## src/hdl/lpnti_pkg.sv

```systemverilog
// types and constants shared by the name table indexer modules
`timescale 1ns / 1ps

package lpnti_pkg;

    localparam int unsigned BYTE_W   = 8;
    localparam int unsigned POS_W    = 16;
    localparam int unsigned INDEX_W  = 15;
    localparam int unsigned ORD_W    = 16;
    localparam int unsigned REASON_W = 2;
    localparam int unsigned TDATA_W  = 64;

    // ordinal bytes that follow the name text
    localparam int unsigned ORD_BYTES = 2;

    typedef enum logic [2:0] {
        PH_LENGTH = 3'd0,
        PH_TEXT   = 3'd1,
        PH_ORD_LO = 3'd2,
        PH_ORD_HI = 3'd3,
        PH_DONE   = 3'd4
    } phase_t;

    typedef enum logic {
        KIND_ENTRY = 1'b0,
        KIND_END   = 1'b1
    } record_kind_t;

    typedef enum logic [REASON_W-1:0] {
        END_FENCE   = 2'd0,
        END_ZERO    = 2'd1,
        END_OVERRUN = 2'd2
    } end_reason_t;

    typedef struct packed {
        record_kind_t               record_kind;
        logic [INDEX_W-1:0]         entry_index;
        logic [POS_W-1:0]           name_offset;
        logic [BYTE_W-1:0]          name_length;
        logic [ORD_W-1:0]           ordinal;
        end_reason_t                end_reason;
        logic                       final_entry;
    } record_t;

endpackage

```

## src/hdl/lpnti_parser.sv

```systemverilog
// table parser: walks the entry layout one byte per beat and builds records
`timescale 1ns / 1ps

module lpnti_parser (
    input  logic                          aclk,
    input  logic                          aresetn,
    input  logic                          step,
    input  logic [lpnti_pkg::BYTE_W-1:0]  data_byte,
    input  logic                          restart,
    input  logic [lpnti_pkg::POS_W-1:0]   table_length,
    output logic                          rec_valid,
    output lpnti_pkg::record_t            rec
);
    import lpnti_pkg::*;

    localparam int unsigned SUM_W = POS_W + 2;

    phase_t               phase_reg,     phase_next;
    logic [POS_W-1:0]     position_reg,  position_next;
    logic [BYTE_W-1:0]    remain_reg,    remain_next;
    logic [INDEX_W-1:0]   count_reg,     count_next;
    logic [POS_W-1:0]     offset_reg,    offset_next;
    logic [BYTE_W-1:0]    length_reg,    length_next;
    logic [BYTE_W-1:0]    ord_lo_reg,    ord_lo_next;

    // state as seen after an optional restart clear
    phase_t               eff_phase;
    logic [POS_W-1:0]     here;
    logic [BYTE_W-1:0]    eff_remain;
    logic [INDEX_W-1:0]   eff_count;
    logic [POS_W-1:0]     eff_offset;
    logic [BYTE_W-1:0]    eff_length;
    logic [BYTE_W-1:0]    eff_ord_lo;
    logic [POS_W-1:0]     here_inc;
    logic [SUM_W-1:0]     entry_end;
    logic [BYTE_W-1:0]    remain_dec;

    always_comb begin
        eff_phase  = restart ? PH_LENGTH : phase_reg;
        here       = restart ? '0 : position_reg;
        eff_remain = restart ? '0 : remain_reg;
        eff_count  = restart ? '0 : count_reg;
        eff_offset = restart ? '0 : offset_reg;
        eff_length = restart ? '0 : length_reg;
        eff_ord_lo = restart ? '0 : ord_lo_reg;

        here_inc   = here + POS_W'(1);
        entry_end  = SUM_W'(here) + SUM_W'(data_byte) + SUM_W'(1 + ORD_BYTES);
        remain_dec = eff_remain - BYTE_W'(1);

        phase_next    = eff_phase;
        position_next = here;
        remain_next   = eff_remain;
        count_next    = eff_count;
        offset_next   = eff_offset;
        length_next   = eff_length;
        ord_lo_next   = eff_ord_lo;

        rec_valid       = 1'b0;
        rec             = '0;
        rec.record_kind = KIND_END;
        rec.entry_index = eff_count;

        case (eff_phase)
            PH_LENGTH: begin
                if (here >= table_length) begin
                    rec_valid      = 1'b1;
                    rec.end_reason = END_FENCE;
                    phase_next     = PH_DONE;
                end else if (data_byte == '0) begin
                    rec_valid      = 1'b1;
                    rec.end_reason = END_ZERO;
                    phase_next     = PH_DONE;
                end else if (entry_end > SUM_W'(table_length)) begin
                    rec_valid      = 1'b1;
                    rec.end_reason = END_OVERRUN;
                    phase_next     = PH_DONE;
                end else begin
                    length_next   = data_byte;
                    offset_next   = here_inc;
                    remain_next   = data_byte;
                    phase_next    = PH_TEXT;
                    position_next = here_inc;
                end
            end
            PH_TEXT: begin
                remain_next   = remain_dec;
                position_next = here_inc;
                if (remain_dec == '0) begin
                    phase_next = PH_ORD_LO;
                end
            end
            PH_ORD_LO: begin
                ord_lo_next   = data_byte;
                phase_next    = PH_ORD_HI;
                position_next = here_inc;
            end
            PH_ORD_HI: begin
                rec_valid       = 1'b1;
                rec.record_kind = KIND_ENTRY;
                rec.name_offset = eff_offset;
                rec.name_length = eff_length;
                rec.ordinal     = {data_byte, eff_ord_lo};
                rec.end_reason  = END_FENCE;
                rec.final_entry = (here_inc == table_length);
                count_next      = eff_count + INDEX_W'(1);
                position_next   = here_inc;
                phase_next      = PH_LENGTH;
            end
            default: begin
                // finished table: bytes are dropped until a restart
            end
        endcase

        if (!step) begin
            rec_valid = 1'b0;
        end
    end

    always_ff @(posedge aclk) begin
        if (!aresetn) begin
            phase_reg    <= PH_LENGTH;
            position_reg <= '0;
            remain_reg   <= '0;
            count_reg    <= '0;
            offset_reg   <= '0;
            length_reg   <= '0;
            ord_lo_reg   <= '0;
        end else if (step) begin
            phase_reg    <= phase_next;
            position_reg <= position_next;
            remain_reg   <= remain_next;
            count_reg    <= count_next;
            offset_reg   <= offset_next;
            length_reg   <= length_next;
            ord_lo_reg   <= ord_lo_next;
        end
    end

endmodule

```

## src/hdl/lpnti_out_buf.sv

```systemverilog
// two-entry output buffer: result register plus skid register
`timescale 1ns / 1ps

module lpnti_out_buf (
    input  logic                aclk,
    input  logic                aresetn,
    input  logic                push,
    input  lpnti_pkg::record_t  push_rec,
    output logic                can_push,
    output logic                out_valid,
    output lpnti_pkg::record_t  out_rec,
    input  logic                out_ready
);
    import lpnti_pkg::*;

    logic      main_valid_reg, main_valid_next;
    logic      skid_valid_reg, skid_valid_next;
    record_t   main_rec_reg,   main_rec_next;
    record_t   skid_rec_reg,   skid_rec_next;

    always_comb begin
        main_valid_next = main_valid_reg;
        skid_valid_next = skid_valid_reg;
        main_rec_next   = main_rec_reg;
        skid_rec_next   = skid_rec_reg;

        if (!main_valid_reg || out_ready) begin
            if (skid_valid_reg) begin
                main_valid_next = 1'b1;
                main_rec_next   = skid_rec_reg;
                skid_valid_next = push;
                skid_rec_next   = push_rec;
            end else begin
                main_valid_next = push;
                main_rec_next   = push_rec;
            end
        end else if (push) begin
            // main beat stalled, park the new one
            skid_valid_next = 1'b1;
            skid_rec_next   = push_rec;
        end
    end

    always_ff @(posedge aclk) begin
        if (!aresetn) begin
            main_valid_reg <= 1'b0;
            skid_valid_reg <= 1'b0;
        end else begin
            main_valid_reg <= main_valid_next;
            skid_valid_reg <= skid_valid_next;
        end
        main_rec_reg <= main_rec_next;
        skid_rec_reg <= skid_rec_next;
    end

    assign can_push  = !skid_valid_reg;
    assign out_valid = main_valid_reg;
    assign out_rec   = main_rec_reg;

endmodule

```

## src/hdl/length_prefixed_name_table_indexer.sv

```systemverilog
// top level of the length-prefixed name table indexer
`timescale 1ns / 1ps

// usage
//   slave side takes the raw table one byte per beat in s_tdata; s_tuser high
//   marks the first byte of a new table and clears all parse state first
//   each entry is a length byte, the name text and a little-endian ordinal;
//   the beat carrying the ordinal high byte yields an entry record, and a
//   zero length byte, a length byte at or past the fence, or an entry that
//   would overrun the fence yields an end record (m_tuser high); after that
//   bytes are dropped until the next restart beat
//   master side: one record per beat, m_tlast flags an entry ending exactly
//   at table_length
//   cfg_wr_en / cfg_wr_data write table_length; write it between tables
// timing
//   one byte per cycle sustained while s_tready is high; a record is held
//   in the result register, or the skid register while m_tready stalls;
//   parser decode and buffer select are the only logic before that register
// reset and stall
//   aresetn (synchronous, active low) clears table_length, parse state and
//   the output buffer; a stalled m_tready is absorbed by one skid entry, and
//   s_tready drops only while that skid entry is full
module length_prefixed_name_table_indexer (
    input  logic                              aclk,
    input  logic                              aresetn,
    // configuration: table_length
    input  logic                              cfg_wr_en,
    input  logic [lpnti_pkg::POS_W-1:0]       cfg_wr_data,
    // byte input
    input  logic                              s_tvalid,
    output logic                              s_tready,
    input  logic [lpnti_pkg::BYTE_W-1:0]      s_tdata,   // [7:0] data_byte
    input  logic                              s_tuser,   // restart
    // record output
    output logic                              m_tvalid,
    input  logic                              m_tready,
    // [14:0] entry_index, [30:15] name_offset, [38:31] name_length,
    // [54:39] ordinal, [56:55] end_reason, [63:57] zero
    output logic [lpnti_pkg::TDATA_W-1:0]     m_tdata,
    output logic                              m_tuser,   // record_kind
    output logic                              m_tlast    // final_entry
);
    import lpnti_pkg::*;

    localparam int unsigned PAYLOAD_W = INDEX_W + POS_W + BYTE_W + ORD_W + REASON_W;

    logic [POS_W-1:0] table_length_reg;
    logic             step;
    logic             rec_valid;
    record_t          rec;
    record_t          out_rec;

    // fence register; the user must write it only while idle, the block does not enforce this
    always_ff @(posedge aclk) begin
        if (!aresetn) begin
            table_length_reg <= '0;
        end else if (cfg_wr_en) begin
            table_length_reg <= cfg_wr_data;
        end
    end

    assign step = s_tvalid && s_tready;

    lpnti_parser u_parser (
        .aclk         (aclk),
        .aresetn      (aresetn),
        .step         (step),
        .data_byte    (s_tdata),
        .restart      (s_tuser),
        .table_length (table_length_reg),
        .rec_valid    (rec_valid),
        .rec          (rec)
    );

    lpnti_out_buf u_out_buf (
        .aclk      (aclk),
        .aresetn   (aresetn),
        .push      (rec_valid),
        .push_rec  (rec),
        .can_push  (s_tready),
        .out_valid (m_tvalid),
        .out_rec   (out_rec),
        .out_ready (m_tready)
    );

    // pack record fields, lowest first, zero fill to whole bytes
    assign m_tdata = {
        (TDATA_W - PAYLOAD_W)'(0),
        out_rec.end_reason,
        out_rec.ordinal,
        out_rec.name_length,
        out_rec.name_offset,
        out_rec.entry_index
    };
    assign m_tuser = out_rec.record_kind;
    assign m_tlast = out_rec.final_entry;

endmodule
```

## config.mk

```make
export PLATFORM = sky130hd
export DESIGN_NAME = length_prefixed_name_table_indexer
export DESIGN_NICKNAME = d
export VERILOG_FILES = /design/src/hdl/lpnti_pkg.sv /design/src/hdl/lpnti_parser.sv /design/src/hdl/lpnti_out_buf.sv /design/src/hdl/length_prefixed_name_table_indexer.sv
export SDC_FILE = /design/constraint.sdc
export NUM_CORES = 1
export LEC_CHECK = 0
export BUFFER_PORTS_ARGS = -buffer_cell sky130_fd_sc_hd__buf_2
export CORE_ASPECT_RATIO = 0.9
export CORE_MARGIN = 5
export CORE_UTILIZATION = 30
export DETAILED_ROUTE_END_ITERATION = 16
export GPL_TIMING_DRIVEN = 0
export PLACE_DENSITY_LB_ADDON = 0.1
export SETUP_SLACK_MARGIN = 0.15
export SLEW_MARGIN = 0
export SYNTH_ARGS = -nofsm -noshare
export SYNTH_HDL_FRONTEND = slang
export SYNTH_SLANG_ARGS = --single-unit
```

## constraint.sdc

```tcl
create_clock -name aclk -period 19.62 [get_ports aclk]
set_input_delay 3.924 -clock aclk [delete_from_list [all_inputs] [get_ports aclk]]
set_output_delay 3.924 -clock aclk [all_outputs]
set_load 0.02 [all_outputs]
```

==> run metrics <==
status finished, final reports clean; WP buf/inv 4; hold_buf cts 0; Yosys warnings 0; Primary FF master, synth edfxtp_1; worst slew pin tran 1170 ps; CTS Buf Count 26; number of antenna violations at the first check in global routing 0; Final Hold Viols 0; Hold Crit Class reg2reg; Synth async-reset ratio 0%; I/O pins 98; Setup Skew 40.9 ps; TNS Setup 0 ps; Cell variety after synth 85; Area growth, synth to finish 17.6%; Initial Util 30.6%; Core Box Area 0.0363 sq mm; max_slew headroom 21.1%; maximum vdd drop 0.0542 mV; clk slew on worst S/H paths 60 ps; crit end category flop; cell family with most CP delay simple AND/OR/NAND/NOR gates; H-tree depth 1; most frequent cell on the critical path ha_1; crit-path max FO 10; Req. time, crit path 20,110 ps; IO buf count 86; Crit-path slowest cell nor4_1; hold worst-path end u_parser.offset_reg[5]; Placer Congestion 0.826; largest area contributor in the netlist edfxtp_1; R2R Path End u_parser.length_reg[0]; Crit path largest cell delay 1010 ps; drt wl/cell 19.7 um; area of the mapped netlist 0.0111 sq mm; Remaining Overflow, GRT 0; pin count of the biggest net entering global routing 64; # DRC 0; Crit Path Category in2reg; Synth Instances 1,049; CTS tree built; DR vias/cell 4.99; unrepaired setup endpoints after global routing no; GRT Util Overall 15.8%; Power Dens Cells 82.5 mW/mm^2; synth top area cells edfxtp_1 32%, dfxtp_1 17%, mux2_2 5.7%; First-pass DRT Iterations 5; Design Area, Final 0.0131 sq mm; Net count, final 1,238; syn_area_per_cell 10.6 sq um; share of layout cells above drive strength 1 19.7%; Seq cells post-synth 210; crit path DAT 12,090 ps; CP Launch Type input pin; wirelength, routed 32,800 um; CTS-repair resized insts 0; post-place instance area 0.0122 sq mm; top-area cell type share of the netlist area 31.9%; post-route ant nets 0; clock buffer depth 3; R2R setup slack 12,510 ps; hold wc startpoint u_parser.offset_reg[5]; drt initial violations 517; Seq/Total Area, Yosys 48.5%; final slew viol count 0; R2R depth 22; number of global-route vias before repair 8,304; fillers 3,695; Die ar. 0.0410 sq mm; clk_lat worst skew 550 ps; Leak 5.34 nW; Die H 192 um; vias 8,320; Post-synth EDFFs 118; post-detail-place hpwl 24,300 um; fin crit share 59.1%; setup bufs post-CTS 0; Reg2Reg Launch Point u_parser.position_reg[0]; # rows 66; Finish-stage setup viols 0; Clock Tree Root clkbuf_16; WHS Path Cells 1; fmax 86.2 MHz; Die Width 213 um; max_cap viols 0; number of diodes 0; Min Clock Period, post-route 11,600 ps; first-pass GRT wire length 50,500 um; Clock Sinks 210
==> placed cells by master, fill, tap and decap left out, types with 7 or more instances in the layout <==
| master | instances |
|---|---|
| conb_1 | 7 |
| nor2b_1 | 32 |
| nor4_1 | 9 |
| a211oi_1 | 8 |
| nor3_1 | 17 |
| mux2_2 | 56 |
| and3_1 | 16 |
| nand2_1 | 76 |
| a21oi_1 | 35 |
| xnor2_1 | 45 |
| xor2_1 | 26 |
| o211ai_1 | 8 |
| ha_1 | 36 |
| dfxtp_1 | 92 |
| edfxtp_1 | 118 |
| mux2i_1 | 16 |
| nand4_1 | 17 |
| nor2_1 | 71 |
| clkbuf_16 | 26 |
| buf_4 | 11 |
| buf_2 | 99 |
| nand3_1 | 25 |
| and2_1 | 46 |
| a22oi_1 | 7 |
| clkbuf_1 | 44 |
| or3_1 | 8 |
| a22o_1 | 32 |
| nand2b_1 | 11 |
| o21ai_0 | 32 |
| inv_1 | 36 |
==> worst reg2reg max path: cells and delay by family (launching register included) <==
family / cells / cell delay [ps]
simple gates: 7 / 3180
fa+ha+maj: 3 / 760
compound gates: 10 / 2330
xor+xnor: 2 / 400
flops: 1 / 410
==> cell type report <==
class                           count  area, sq um  share of cell area [%]
Sequential cell                   210         5390                    41.2
Multi-Input combinational cell    738         5280                    40.4
Clock buffer                       37          726                    5.56
Tap cell                          476          596                    4.56
Timing Repair Buffer               89          475                    3.64
Buffer                             70          344                    2.64
Inverter                           37          139                    1.06
Clock inverter                     11          116                   0.891
==> cells in the mapped netlist, drive strengths merged, types with 17 or more instances <==
master    n
a21oi    38
a22o     32
and2     46
buf      32
clkbuf   38
dfxtp    92
edfxtp  118
ha       36
inv      37
mux2     56
nand2    77
nand3    25
nand4    17
nor2     73
nor2b    32
nor3     17
o21ai    35
xnor2    45
xor2     26
==> stage by stage <==
step	util, %	power (mW)	cells	setup slack (ps)	hold slack, ps
after floorplan	-	0.576	1055	6210	424
after global placement	33.4	0.618	1617	1510	444
after detailed placement	33.6	0.618	1620	7600	448
after CTS	35.9	1.09	1668	8070	460
after global routing	35.9	1.13	1668	7660	474
final	35.9	1.08	1668	8020	456
==> worst max path at each step <==
stage / endpoint / slack, ps / cells after the start / startpoint
2_1_floorplan: u_out_buf.skid_rec_reg[0] / 6210 / 25 / s_tuser
3_3_place_gp: u_out_buf.skid_rec_reg[2] / 1510 / 25 / s_tuser
3_5_place_dp: u_out_buf.skid_rec_reg[0] / 7600 / 27 / s_tuser
4_1_cts: u_out_buf.skid_rec_reg[28] / 8070 / 27 / s_tuser
5_1_grt: u_parser.length_reg[0] / 7660 / 26 / s_tuser
6_report: u_parser.length_reg[0] / 8020 / 26 / s_tuser
==> report_power, final <==
| group | leakage, nW | switching, mW | internal, mW |
|---|---|---|---|
| clock network | 0.414 | 0.187 | 0.283 |
| registers | 2.13 | 0.00951 | 0.476 |
| logic | 2.80 | 0.0808 | 0.0417 |
| total | 5.34 | 0.277 | 0.801 |
==> cells by family after synthesis <==
logic type	Yosys count	synth area share, %
and+or+nand+nor	345	16.1
DFF	210	48.5
AOI/OAI and AO/OA	207	14.2
buffers and inverters	107	4.35
muxes	72	7.12
xor gates and xnor gates	71	5.60
adders and majority gates	36	4.06
other	1	0.0338
==> per-layer routing <==
metal / GRT usage, % / vias to the layer above / wire, um
met2: 24.1 / 188 / 14000
met3: 2.08 / 39 / 1550
met1: 23.8 / 4033 / 16600
met4: 3.69 / 0 / 612
li1: - / 4060 / -
met5: 0 / - / 0
Power figures use the tool's default switching activity.
